## src/rtl/xrf_pkg.sv

```systemverilog
`default_nettype none

package xrf_pkg;

   // Length datapath width default
   localparam int LENGTH_BITS_DEFAULT = 27;

   // Configuration port geometry
   localparam int CSR_INDEX_BITS   = 2;
   localparam int CSR_DATA_BITS    = 27;
   localparam int SETUP_LIMIT_BITS = 18;
   localparam int BIG_LIMIT_BITS   = 27;

   // Limit values after reset
   localparam logic [SETUP_LIMIT_BITS-1:0] SETUP_LIMIT_RESET = 18'd4096;
   localparam logic [BIG_LIMIT_BITS-1:0]   BIG_LIMIT_RESET   = 27'd104857600;

   // Header sizes in bytes
   localparam int SETUP_HDR = 12;
   localparam int REQ_HDR   = 4;
   localparam int BIG_HDR   = 8;
   localparam int HDR_BYTES = 12;

   // First setup byte that selects big-endian order
   localparam logic [7:0] BIG_ENDIAN_MARK = 8'h42;

   // Configuration register indexes
   typedef enum logic [CSR_INDEX_BITS-1:0] {
      CSR_SETUP_LIMIT       = 2'd0,
      CSR_BIG_REQUEST_LIMIT = 2'd1
   } csr_index_type;

endpackage

`default_nettype wire

```

## src/rtl/xrf_req_if.sv

```systemverilog
`default_nettype none

// Byte stream channel
interface xrf_req_if;
   logic       valid;
   logic       ready;
   logic [7:0] in_byte;
   logic       burst_last;

   modport source (output valid, output in_byte, output burst_last, input ready);
   modport sink   (input valid, input in_byte, input burst_last, output ready);
endinterface

`default_nettype wire

```

## src/rtl/xrf_rsp_if.sv

```systemverilog
`default_nettype none

// Framed byte channel
interface xrf_rsp_if #(
   parameter int LENGTH_BITS = xrf_pkg::LENGTH_BITS_DEFAULT
);
   logic                   valid;
   logic                   ready;
   logic [7:0]             out_byte;
   logic                   first_of_message;
   logic                   last_of_message;
   logic                   setup_message;
   logic                   big_endian;
   logic [LENGTH_BITS-1:0] message_length;
   logic [LENGTH_BITS-1:0] bytes_remaining;
   logic                   length_forced;
   logic                   flushed_setup;

   modport source (
      output valid, output out_byte, output first_of_message, output last_of_message,
      output setup_message, output big_endian, output message_length,
      output bytes_remaining, output length_forced, output flushed_setup,
      input ready
   );
   modport sink (
      input valid, input out_byte, input first_of_message, input last_of_message,
      input setup_message, input big_endian, input message_length,
      input bytes_remaining, input length_forced, input flushed_setup,
      output ready
   );
endinterface

`default_nettype wire

```

## src/rtl/xrf_input_reg.sv

```systemverilog
`default_nettype none

// Input register: holds one accepted beat until the framer takes it
module xrf_input_reg (
   input  wire logic  clock,
   input  wire logic  reset,
   xrf_req_if.sink    req_bus,
   xrf_req_if.source  item_bus
);

   logic       valid_ff;
   logic [7:0] in_byte_ff;
   logic       burst_last_ff;
   logic       load;

   // free when empty or when the held beat leaves this cycle
   assign req_bus.ready = !valid_ff || item_bus.ready;
   assign load          = req_bus.valid && req_bus.ready;

   always_ff @(posedge clock) begin
      if (reset) begin
         valid_ff <= 1'b0;
      end else if (req_bus.ready) begin
         valid_ff <= req_bus.valid;
      end
   end

   always_ff @(posedge clock) begin
      if (load) begin
         in_byte_ff    <= req_bus.in_byte;
         burst_last_ff <= req_bus.burst_last;
      end
   end

   assign item_bus.valid      = valid_ff;
   assign item_bus.in_byte    = in_byte_ff;
   assign item_bus.burst_last = burst_last_ff;

endmodule

`default_nettype wire

```

## src/rtl/xrf_frame_core.sv

```systemverilog
`default_nettype none

// Framing state, header capture, length decode and limits
module xrf_frame_core #(
   parameter int LENGTH_BITS = xrf_pkg::LENGTH_BITS_DEFAULT
) (
   input  wire logic                                clock,
   input  wire logic                                reset,
   input  wire logic                                csr_we,
   input  wire logic [xrf_pkg::CSR_INDEX_BITS-1:0]  csr_index,
   input  wire logic [xrf_pkg::CSR_DATA_BITS-1:0]   csr_wdata,
   xrf_req_if.sink                                  item_bus,
   xrf_rsp_if.source                                res_bus
);

   localparam logic [LENGTH_BITS-1:0] COUNT_MAX     = '1;
   localparam logic [31:0]            LIMIT_CAP     = 32'((64'd1 << LENGTH_BITS) - 64'd1);
   localparam logic [LENGTH_BITS-1:0] LEN_SETUP_HDR = LENGTH_BITS'(xrf_pkg::SETUP_HDR);
   localparam logic [LENGTH_BITS-1:0] LEN_REQ_HDR   = LENGTH_BITS'(xrf_pkg::REQ_HDR);
   localparam logic [LENGTH_BITS-1:0] LEN_BIG_HDR   = LENGTH_BITS'(xrf_pkg::BIG_HDR);
   localparam logic [LENGTH_BITS-1:0] LEN_HDR_BYTES = LENGTH_BITS'(xrf_pkg::HDR_BYTES);

   // configuration
   logic [xrf_pkg::SETUP_LIMIT_BITS-1:0] setup_limit_ff;
   logic [xrf_pkg::BIG_LIMIT_BITS-1:0]   big_limit_ff;

   // framing state
   logic                   expect_setup_ff, expect_setup_in;
   logic                   order_big_ff, order_big_in;
   logic [LENGTH_BITS-1:0] count_ff, count_in;
   logic [LENGTH_BITS-1:0] target_ff, target_in;
   logic                   known_ff, known_in;
   logic                   flush_ff, flush_in;
   logic                   forced_ff, forced_in;
   logic [7:0]             hdr_ff [xrf_pkg::HDR_BYTES];

   // per-beat decode
   logic                   fire;
   logic [7:0]             cur;
   logic                   first;
   logic [LENGTH_BITS-1:0] count_inc;
   logic [15:0]            auth_a, auth_b;
   logic [16:0]            pad_a, pad_b;
   logic [17:0]            setup_len;
   logic [15:0]            req_field;
   logic [17:0]            req_len;
   logic [31:0]            big_field, big_len, big_cap;
   logic                   big_bad;
   logic [LENGTH_BITS-1:0] target_now;
   logic                   known_now, flush_now, forced_now;
   logic [LENGTH_BITS-1:0] msg_len, remain;
   logic                   done;

   assign fire           = item_bus.valid && res_bus.ready;
   assign item_bus.ready = res_bus.ready;
   assign res_bus.valid  = item_bus.valid;

   // configuration writes; unknown indexes are dropped
   always_ff @(posedge clock) begin
      if (reset) begin
         setup_limit_ff <= xrf_pkg::SETUP_LIMIT_RESET;
         big_limit_ff   <= xrf_pkg::BIG_LIMIT_RESET;
      end else if (csr_we) begin
         case (xrf_pkg::csr_index_type'(csr_index))
            xrf_pkg::CSR_SETUP_LIMIT: begin
               setup_limit_ff <= csr_wdata[xrf_pkg::SETUP_LIMIT_BITS-1:0];
            end
            xrf_pkg::CSR_BIG_REQUEST_LIMIT: begin
               big_limit_ff <= csr_wdata[xrf_pkg::BIG_LIMIT_BITS-1:0];
            end
            default: begin
            end
         endcase
      end
   end

   assign cur       = item_bus.in_byte;
   assign first     = (count_ff == '0);
   assign order_big_in = (expect_setup_ff && first) ? (cur == xrf_pkg::BIG_ENDIAN_MARK)
                                                    : order_big_ff;
   assign count_inc = (count_ff != COUNT_MAX) ? count_ff + 1'b1 : count_ff;

   // setup length: 12 plus both auth lengths padded to 4
   assign auth_a    = order_big_in ? {hdr_ff[6], hdr_ff[7]} : {hdr_ff[7], hdr_ff[6]};
   assign auth_b    = order_big_in ? {hdr_ff[8], hdr_ff[9]} : {hdr_ff[9], hdr_ff[8]};
   assign pad_a     = ({1'b0, auth_a} + 17'd3) & 17'h1FFFC;
   assign pad_b     = ({1'b0, auth_b} + 17'd3) & 17'h1FFFC;
   assign setup_len = 18'(xrf_pkg::SETUP_HDR) + {1'b0, pad_a} + {1'b0, pad_b};

   // request length: byte 3 is the beat in hand
   assign req_field = order_big_in ? {hdr_ff[2], cur} : {cur, hdr_ff[2]};
   assign req_len   = {req_field, 2'b00};

   // big request length: byte 7 is the beat in hand, wraps to 32 bits
   assign big_field = order_big_in ? {hdr_ff[4], hdr_ff[5], hdr_ff[6], cur}
                                   : {cur, hdr_ff[6], hdr_ff[5], hdr_ff[4]};
   assign big_len   = {big_field[29:0], 2'b00};
   assign big_cap   = ({5'd0, big_limit_ff} > LIMIT_CAP) ? LIMIT_CAP : {5'd0, big_limit_ff};
   assign big_bad   = (big_len < 32'(xrf_pkg::BIG_HDR)) || (big_len > big_cap);

   // length decode and framing marks
   always_comb begin
      target_now = target_ff;
      known_now  = known_ff;
      flush_now  = flush_ff;
      forced_now = forced_ff;
      if (expect_setup_ff) begin
         if (!known_ff && !flush_ff && count_inc == LEN_SETUP_HDR) begin
            if (setup_len > setup_limit_ff) begin
               flush_now = 1'b1;
            end else begin
               known_now  = 1'b1;
               target_now = LENGTH_BITS'(setup_len);
            end
         end
      end else if (!known_ff) begin
         if (count_inc == LEN_REQ_HDR) begin
            if (req_len != '0) begin
               known_now  = 1'b1;
               target_now = LENGTH_BITS'(req_len);
            end else begin
               target_now = LEN_BIG_HDR;
            end
         end else if (count_inc == LEN_BIG_HDR) begin
            known_now = 1'b1;
            if (big_bad) begin
               forced_now = 1'b1;
               target_now = LEN_BIG_HDR;
            end else begin
               target_now = LENGTH_BITS'(big_len);
            end
         end
      end

      msg_len = '0;
      remain  = '0;
      done    = 1'b0;
      if (flush_now) begin
         msg_len = count_inc;
         done    = item_bus.burst_last;
      end else begin
         remain = (count_inc < target_now) ? target_now - count_inc : '0;
         if (known_now) begin
            msg_len = target_now;
            done    = (remain == '0);
         end
      end

      // message complete: back to a fresh request header
      expect_setup_in = done ? 1'b0 : expect_setup_ff;
      count_in        = done ? '0 : count_inc;
      target_in       = done ? LEN_REQ_HDR : target_now;
      known_in        = done ? 1'b0 : known_now;
      flush_in        = done ? 1'b0 : flush_now;
      forced_in       = done ? 1'b0 : forced_now;
   end

   always_ff @(posedge clock) begin
      if (reset) begin
         expect_setup_ff <= 1'b1;
         order_big_ff    <= 1'b0;
         count_ff        <= '0;
         target_ff       <= LEN_SETUP_HDR;
         known_ff        <= 1'b0;
         flush_ff        <= 1'b0;
         forced_ff       <= 1'b0;
      end else if (fire) begin
         expect_setup_ff <= expect_setup_in;
         order_big_ff    <= order_big_in;
         count_ff        <= count_in;
         target_ff       <= target_in;
         known_ff        <= known_in;
         flush_ff        <= flush_in;
         forced_ff       <= forced_in;
      end
   end

   // header capture, written before any read of the same byte
   always_ff @(posedge clock) begin
      if (fire && count_ff < LEN_HDR_BYTES) begin
         hdr_ff[count_ff[3:0]] <= cur;
      end
   end

   assign res_bus.out_byte         = cur;
   assign res_bus.first_of_message = first;
   assign res_bus.last_of_message  = done;
   assign res_bus.setup_message    = expect_setup_ff;
   assign res_bus.big_endian       = order_big_in;
   assign res_bus.message_length   = msg_len;
   assign res_bus.bytes_remaining  = remain;
   assign res_bus.length_forced    = forced_now;
   assign res_bus.flushed_setup    = flush_now;

endmodule

`default_nettype wire

```

## src/rtl/xrf_output_reg.sv

```systemverilog
`default_nettype none

// Result register: holds a framed beat while the receiver stalls
module xrf_output_reg #(
   parameter int LENGTH_BITS = xrf_pkg::LENGTH_BITS_DEFAULT
) (
   input  wire logic  clock,
   input  wire logic  reset,
   xrf_rsp_if.sink    res_bus,
   xrf_rsp_if.source  rsp_bus
);

   logic                   valid_ff;
   logic [7:0]             out_byte_ff;
   logic                   first_ff;
   logic                   last_ff;
   logic                   setup_ff;
   logic                   big_endian_ff;
   logic [LENGTH_BITS-1:0] length_ff;
   logic [LENGTH_BITS-1:0] remain_ff;
   logic                   forced_ff;
   logic                   flushed_ff;
   logic                   load;

   assign res_bus.ready = !valid_ff || rsp_bus.ready;
   assign load          = res_bus.valid && res_bus.ready;

   always_ff @(posedge clock) begin
      if (reset) begin
         valid_ff <= 1'b0;
      end else if (res_bus.ready) begin
         valid_ff <= res_bus.valid;
      end
   end

   always_ff @(posedge clock) begin
      if (load) begin
         out_byte_ff   <= res_bus.out_byte;
         first_ff      <= res_bus.first_of_message;
         last_ff       <= res_bus.last_of_message;
         setup_ff      <= res_bus.setup_message;
         big_endian_ff <= res_bus.big_endian;
         length_ff     <= res_bus.message_length;
         remain_ff     <= res_bus.bytes_remaining;
         forced_ff     <= res_bus.length_forced;
         flushed_ff    <= res_bus.flushed_setup;
      end
   end

   assign rsp_bus.valid            = valid_ff;
   assign rsp_bus.out_byte         = out_byte_ff;
   assign rsp_bus.first_of_message = first_ff;
   assign rsp_bus.last_of_message  = last_ff;
   assign rsp_bus.setup_message    = setup_ff;
   assign rsp_bus.big_endian       = big_endian_ff;
   assign rsp_bus.message_length   = length_ff;
   assign rsp_bus.bytes_remaining  = remain_ff;
   assign rsp_bus.length_forced    = forced_ff;
   assign rsp_bus.flushed_setup    = flushed_ff;

endmodule

`default_nettype wire

```

## src/rtl/x11_request_framer.sv

```systemverilog
// Frames an X11 client byte stream, one byte per beat.
// req_bus carries the stream (in_byte, burst_last); rsp_bus returns every
// byte unchanged with its framing: first/last of message, setup flag, byte
// order, message length, bytes still to come, forced and flushed flags.
// The first message is the connection setup, then requests follow, with
// BIG-REQUESTS lengths when the 16-bit length field is zero.
// csr_we/csr_index/csr_wdata write setup_limit (index 0) and
// big_request_limit (index 1); other indexes are ignored. Write only when idle.
// A beat accepted on req_bus passes an input register, then the length
// decode and the result register, before it is presented on rsp_bus.
// Throughput: one beat per cycle while rsp_bus.ready stays high; the
// framing state update sits between those two registers.
// Reset (synchronous): empties both registers, restores the limits to 4096
// and 104857600 and expects a fresh connection setup.
// Receiver stall: the result register holds its beat; a beat still enters
// while the input register is free, then req_bus.ready drops.
`default_nettype none

module x11_request_framer #(
   parameter int LENGTH_BITS = xrf_pkg::LENGTH_BITS_DEFAULT
) (
   input  wire logic                                clock,
   input  wire logic                                reset,
   input  wire logic                                csr_we,
   input  wire logic [xrf_pkg::CSR_INDEX_BITS-1:0]  csr_index,
   input  wire logic [xrf_pkg::CSR_DATA_BITS-1:0]   csr_wdata,
   xrf_req_if.sink                                  req_bus,
   xrf_rsp_if.source                                rsp_bus
);

   xrf_req_if                                 item_bus ();
   xrf_rsp_if #(.LENGTH_BITS(LENGTH_BITS))    res_bus ();

   // input register
   xrf_input_reg u_input_reg (
      .clock    (clock),
      .reset    (reset),
      .req_bus  (req_bus),
      .item_bus (item_bus)
   );

   // framing state and decode
   xrf_frame_core #(
      .LENGTH_BITS (LENGTH_BITS)
   ) u_frame_core (
      .clock     (clock),
      .reset     (reset),
      .csr_we    (csr_we),
      .csr_index (csr_index),
      .csr_wdata (csr_wdata),
      .item_bus  (item_bus),
      .res_bus   (res_bus)
   );

   // result register
   xrf_output_reg #(
      .LENGTH_BITS (LENGTH_BITS)
   ) u_output_reg (
      .clock   (clock),
      .reset   (reset),
      .res_bus (res_bus),
      .rsp_bus (rsp_bus)
   );

endmodule

`default_nettype wire

```

## src/flat_wrapper.sv

```systemverilog
// flat-port wrapper written by rule: the top's interface ports become plain ports
module x11_request_framer_flat 
#(
   parameter int LENGTH_BITS = xrf_pkg::LENGTH_BITS_DEFAULT
)
  (clock, reset, csr_we, csr_index, csr_wdata, req_bus_valid, req_bus_in_byte, req_bus_burst_last, req_bus_ready, rsp_bus_valid, rsp_bus_out_byte, rsp_bus_first_of_message, rsp_bus_last_of_message, rsp_bus_setup_message, rsp_bus_big_endian, rsp_bus_message_length, rsp_bus_bytes_remaining, rsp_bus_length_forced, rsp_bus_flushed_setup, rsp_bus_ready);
  xrf_req_if req_bus_i ();
  xrf_rsp_if #(.LENGTH_BITS(LENGTH_BITS)) rsp_bus_i ();
  input  wire logic clock;
  input  wire logic reset;
  input  wire logic csr_we;
  input  wire logic [xrf_pkg::CSR_INDEX_BITS-1:0] csr_index;
  input  wire logic [xrf_pkg::CSR_DATA_BITS-1:0] csr_wdata;
  input wire logic [$bits(req_bus_i.valid)-1:0] req_bus_valid;
  input wire logic [$bits(req_bus_i.in_byte)-1:0] req_bus_in_byte;
  input wire logic [$bits(req_bus_i.burst_last)-1:0] req_bus_burst_last;
  output wire logic [$bits(req_bus_i.ready)-1:0] req_bus_ready;
  output wire logic [$bits(rsp_bus_i.valid)-1:0] rsp_bus_valid;
  output wire logic [$bits(rsp_bus_i.out_byte)-1:0] rsp_bus_out_byte;
  output wire logic [$bits(rsp_bus_i.first_of_message)-1:0] rsp_bus_first_of_message;
  output wire logic [$bits(rsp_bus_i.last_of_message)-1:0] rsp_bus_last_of_message;
  output wire logic [$bits(rsp_bus_i.setup_message)-1:0] rsp_bus_setup_message;
  output wire logic [$bits(rsp_bus_i.big_endian)-1:0] rsp_bus_big_endian;
  output wire logic [$bits(rsp_bus_i.message_length)-1:0] rsp_bus_message_length;
  output wire logic [$bits(rsp_bus_i.bytes_remaining)-1:0] rsp_bus_bytes_remaining;
  output wire logic [$bits(rsp_bus_i.length_forced)-1:0] rsp_bus_length_forced;
  output wire logic [$bits(rsp_bus_i.flushed_setup)-1:0] rsp_bus_flushed_setup;
  input wire logic [$bits(rsp_bus_i.ready)-1:0] rsp_bus_ready;
  assign req_bus_i.valid = req_bus_valid;
  assign req_bus_i.in_byte = req_bus_in_byte;
  assign req_bus_i.burst_last = req_bus_burst_last;
  assign req_bus_ready = req_bus_i.ready;
  assign rsp_bus_valid = rsp_bus_i.valid;
  assign rsp_bus_out_byte = rsp_bus_i.out_byte;
  assign rsp_bus_first_of_message = rsp_bus_i.first_of_message;
  assign rsp_bus_last_of_message = rsp_bus_i.last_of_message;
  assign rsp_bus_setup_message = rsp_bus_i.setup_message;
  assign rsp_bus_big_endian = rsp_bus_i.big_endian;
  assign rsp_bus_message_length = rsp_bus_i.message_length;
  assign rsp_bus_bytes_remaining = rsp_bus_i.bytes_remaining;
  assign rsp_bus_length_forced = rsp_bus_i.length_forced;
  assign rsp_bus_flushed_setup = rsp_bus_i.flushed_setup;
  assign rsp_bus_i.ready = rsp_bus_ready;
  x11_request_framer #(.LENGTH_BITS(LENGTH_BITS)) u_core (.clock(clock), .reset(reset), .csr_we(csr_we), .csr_index(csr_index), .csr_wdata(csr_wdata), .req_bus(req_bus_i), .rsp_bus(rsp_bus_i));
endmodule
```

## config.mk

```make
export PLATFORM = sky130hd
export DESIGN_NAME = x11_request_framer_flat
export DESIGN_NICKNAME = d
export VERILOG_FILES = /design/src/rtl/xrf_pkg.sv /design/src/rtl/xrf_req_if.sv /design/src/rtl/xrf_rsp_if.sv /design/src/rtl/xrf_input_reg.sv /design/src/rtl/xrf_frame_core.sv /design/src/rtl/xrf_output_reg.sv /design/src/rtl/x11_request_framer.sv /design/src/flat_wrapper.sv
export SDC_FILE = /design/constraint.sdc
export NUM_CORES = 1
export LEC_CHECK = 0
export ABC_AREA = 1
export BUFFER_PORTS_ARGS = -buffer_cell sky130_fd_sc_hd__buf_2
export CAP_MARGIN = 30
export CORE_ASPECT_RATIO = 1.4
export CORE_UTILIZATION = 40
export CTS_BUF_LIST = sky130_fd_sc_hd__clkbuf_2 sky130_fd_sc_hd__clkbuf_4 sky130_fd_sc_hd__clkbuf_8
export CTS_CLUSTER_DIAMETER = 40
export DETAILED_ROUTE_END_ITERATION = 12
export MAX_ROUTING_LAYER = met4
export PLACE_DENSITY = 0.66
export SYNTH_ARGS = -nofsm -noshare
export SYNTH_HDL_FRONTEND = slang
export SYNTH_HIERARCHICAL = 1
export SYNTH_SLANG_ARGS = --single-unit
```

## constraint.sdc

```tcl
create_clock -name clock -period 7.7 [get_ports clock]
set_input_delay 0.77 -clock clock [delete_from_list [all_inputs] [get_ports clock]]
set_output_delay 0.77 -clock clock [all_outputs]
set_load 0.01 [all_outputs]
```

==> impl_metrics.ini <==
[floorplan]
die-area_sq_um = 42440
core_area_sq_um = 41070
die_w_microns = 174.4
rows = 88
pin_count = 113
fp.dieH_microns = 243.4
initial_core_util = 0.4053

[routing]
first_iter_violations = 948
wire_per_inst_microns = 18.37
route.vias.total = 17900
drc = 1
first_pass_iters = 9
ant_nets = 0
via_per_inst = 5.181
postRouteWirelength_microns = 63440

[yosys]
synth_top_cell_area_share = 0.2400
synth-compound-area-share = 0.1149
synth.net_count = 2512
synth_top_family_by_area = simple AND/OR/NAND/NOR gates
ys_top_cells_by_area = edfxtp_1 (24%), nand2_1 (15%), dfxtp_1 (13%)
ys.flop_type = edfxtp_1
syn_inst = 2364
synthAdderAreaFrac = 0.07984
synth-xor-area-share = 0.03000
async_reset_ff_frac = 0
yosysUniqueCellTypes = 54
synth_edf_count = 133
synth_mux_area_frac = 0
avgSynthCellArea_sq_um = 7.040
ys_seq_area_frac = 0.3675
synth-seq-cells = 239
ys_warn_count = 6
yosysTopAreaCell = edfxtp_1
synthSimpleGateAreaFrac = 0.3033
syn_area_sq_um = 16640

[critical_path]
slowest_delay_ps = 560
critPathLaunchType = flop
crit_arrival_ps = 9010
required_ps = 8150
cp_max_fo = 25
worstSetupPathType = reg -> reg
cp-end-kind = flop
slowest_stage = o21ai_0
path_common_cell = nand2_2

[layout]
fin_nets = 3026
final_cell_area_sq_um = 23590
multi_input_comb_area_sq_um = 10470
fillers = 3722
layout-drive-gt1-share = 0.3412
regArea_sq_um = 6145
post-route-util = 0.5743
syn_to_final_growth_pct = 41.72

[global_routing]
gr-total-overflow = 0
grt_max_degree = 69
antenna_found_initial = 1
grt_pass1_wl_microns = 93600
grt_pass1_vias = 17500
grt_usage = 0.2963

[status]
outcome = finished with violations
violations = DRC, setup timing

[cts]
cts_root_buffer = clkbuf_8
cts_hold_buf = 0
htree_levels = 2
numClockSinks = 239
cts_tree = built
numCtsBuffers = 44
clkTransAtPathRegs_ps = 60
clock_path_buffers = 3
clock_latency_ps = 610

[power]
internal-power_uw = 2750
clockPowerShare = 0.342
ir_drop_mv = 0.1330
seq_power_share = 0.348
swShare = 0.3179
pwr_density_cell_nw_per_um2 = 171.0
combPwrFrac = 0.310
power_leakage_uw = 0.01100
switchingPower_uw = 1282

[timing]
setup_slack_ps = -859.3
slew_headroom = 0.3759
rsz0062_at_grt = yes
fmax_mhz = 116.8
worst_pin_slew_ps = 934.0
slew_viol_final = 0
finalCriticalPeriod_ps = 8559
final.setup_skew_ps = 34.67
hold_viol_final = 0
finalSetupViolCount = 60
period_share = 1.112

[place]
portBuffers = 112
routabilityCongestion = 1.007
dp_hpwl_microns = 48170
place_area_sq_um = 20260

[job]
drv_cap = 0

[worst_hold_path]
hp-class = in -> reg
[sequential cells by signal, summed over array words and instances (netlist names), 8 cells and up]
signal                                       count
u_core/u_frame_core/big_limit_ff                27
u_core/u_input_reg/item_bus.in_byte              8
u_core/u_frame_core/count_ff                    27
u_core/u_output_reg/rsp_bus.message_length      27
u_core/u_frame_core/setup_limit_ff              18
u_core/u_frame_core/hdr_ff                      56
u_core/u_output_reg/rsp_bus.out_byte             8
u_core/u_output_reg/rsp_bus.bytes_remaining     27
u_core/u_frame_core/target_ff                   27
[power groups by stage]
stage	Sequential, uW	Clock [uW]	Combinational (uW)
global route	1410	1460	1360
global placement	1430	0	975
CTS	1410	1410	1100
floorplan	1450	0	518
finish	1400	1380	1250
detailed placement	1430	0	989
[cells in the mapped netlist, types with 2 or more instances]
| library cell | n |
|---|---|
| nand2_1 | 667 |
| inv_1 | 325 |
| nor2_1 | 221 |
| a21oi_1 | 172 |
| nand3_1 | 163 |
| o21ai_0 | 147 |
| edfxtp_1 | 133 |
| dfxtp_1 | 106 |
| ha_1 | 103 |
| xor2_1 | 41 |
| clkbuf_1 | 40 |
| nand4_1 | 39 |
| nor3_1 | 22 |
| buf_4 | 18 |
| xnor2_1 | 16 |
| nor2_2 | 15 |
| buf_2 | 13 |
| nand2_2 | 13 |
| inv_2 | 12 |
| o22ai_1 | 10 |
| o211ai_1 | 8 |
| buf_6 | 7 |
| o21bai_1 | 6 |
| and2_1 | 5 |
| nand2_4 | 5 |
| nand3b_1 | 5 |
| nor2_4 | 5 |
| nor4_1 | 5 |
| o21ai_1 | 4 |
| a21oi_2 | 3 |
| nand3_2 | 3 |
| o21ai_2 | 3 |
| or2_2 | 3 |
| a21o_1 | 2 |
| a31oi_1 | 2 |
| buf_1 | 2 |
| fa_1 | 2 |
| nand4_2 | 2 |
[cell type report]
type,instances,area share
antenna,1,0.0001061
clock inverter,26,0.01252
inverter,338,0.05448
timing repair buffer,546,0.1703
multi-input combinational,1709,0.4440
tap,540,0.02865
clock buffer,55,0.02944
sequential,239,0.2605
[logic make-up (layout without fill, tap and decap cells)]
logic type,after synthesis,after routing
other,0,1
AND/OR/NAND/NOR,1180,1184
buffers and inverters,420,965
XOR/XNOR,57,57
flip-flops,239,239
AO/OA/AOI/OAI,363,363
adder cells (fa/ha/maj),105,105
[per-stage QoR]
step	cells	setup slack (ps)	power, uW	hold slack, ps	TNS, ps
floorplan	2364	6.012	1966	402.9	0
detailed placement	3298	-1499	2421	457.0	-94900
global route	3454	-1337	4218	327.5	-85460
global placement	3296	-1359	2407	449.0	-78570
CTS	3432	-702.0	3915	316.5	-39000
finish	3454	-859.3	4032	343.8	-49420
[timing repair]
action	CTS	global route
gates cloned	4	2
pin swaps	117	123
setup buffers	49	17
setup endpoints to repair	85	91
gates resized for setup	235	183
[metal layers]
| layer | track usage | share of wire |
|---|---|---|
| met1 | 0.2933 | 0.36 |
| met2 | 0.5243 | 0.51 |
| met3 | 0.03418 | 0.043 |
| met4 | 0.2356 | 0.091 |
| met5 | - | 0 |
[cell usage in the layout, fill, tap and decap left out, types with 21 or more instances in the layout]
| cell type | count |
|---|---|
| a21oi_2 | 25 |
| o21ai_0 | 118 |
| a21oi_1 | 146 |
| inv_2 | 29 |
| nor2_4 | 31 |
| dfxtp_1 | 91 |
| nand2_1 | 574 |
| nand3_1 | 142 |
| o21ai_1 | 24 |
| nand4_1 | 39 |
| nand3_2 | 21 |
| nor2_2 | 37 |
| xor2_1 | 33 |
| nor2_1 | 173 |
| edfxtp_1 | 133 |
| ha_1 | 63 |
| nand2_2 | 90 |
| buf_6 | 24 |
| ha_4 | 40 |
| buf_2 | 112 |
| clkbuf_8 | 45 |
| buf_4 | 400 |
| inv_1 | 303 |
[final timing paths]
check                                                           start                                     end  slack, ps  cells past startpoint
worst min register to register  u_core/u_frame_core/setup_limit_ff[9]   u_core/u_frame_core/setup_limit_ff[9]        460                      2
worst max-delay path                 u_core/u_frame_core/count_ff[18]       u_core/u_frame_core/target_ff[25]       -860                     59
worst max register to register       u_core/u_frame_core/count_ff[18]       u_core/u_frame_core/target_ff[25]       -860                     59
worst min-delay path                               req_bus_in_byte[4]  u_core/u_input_reg/item_bus.in_byte[4]        340                      1
[critical path: cells and delay by family, from the launching register on]
kind | cells | cell delay (ps)
XOR/XNOR | 1 | 270
AO/OA/AOI/OAI | 4 | 870
flip-flops | 1 | 330
buffers and inverters | 11 | 1610
adder cells (fa/ha/maj) | 4 | 1050
AND/OR/NAND/NOR | 39 | 4270
Note: power is estimated with default switching activity, not from simulation.
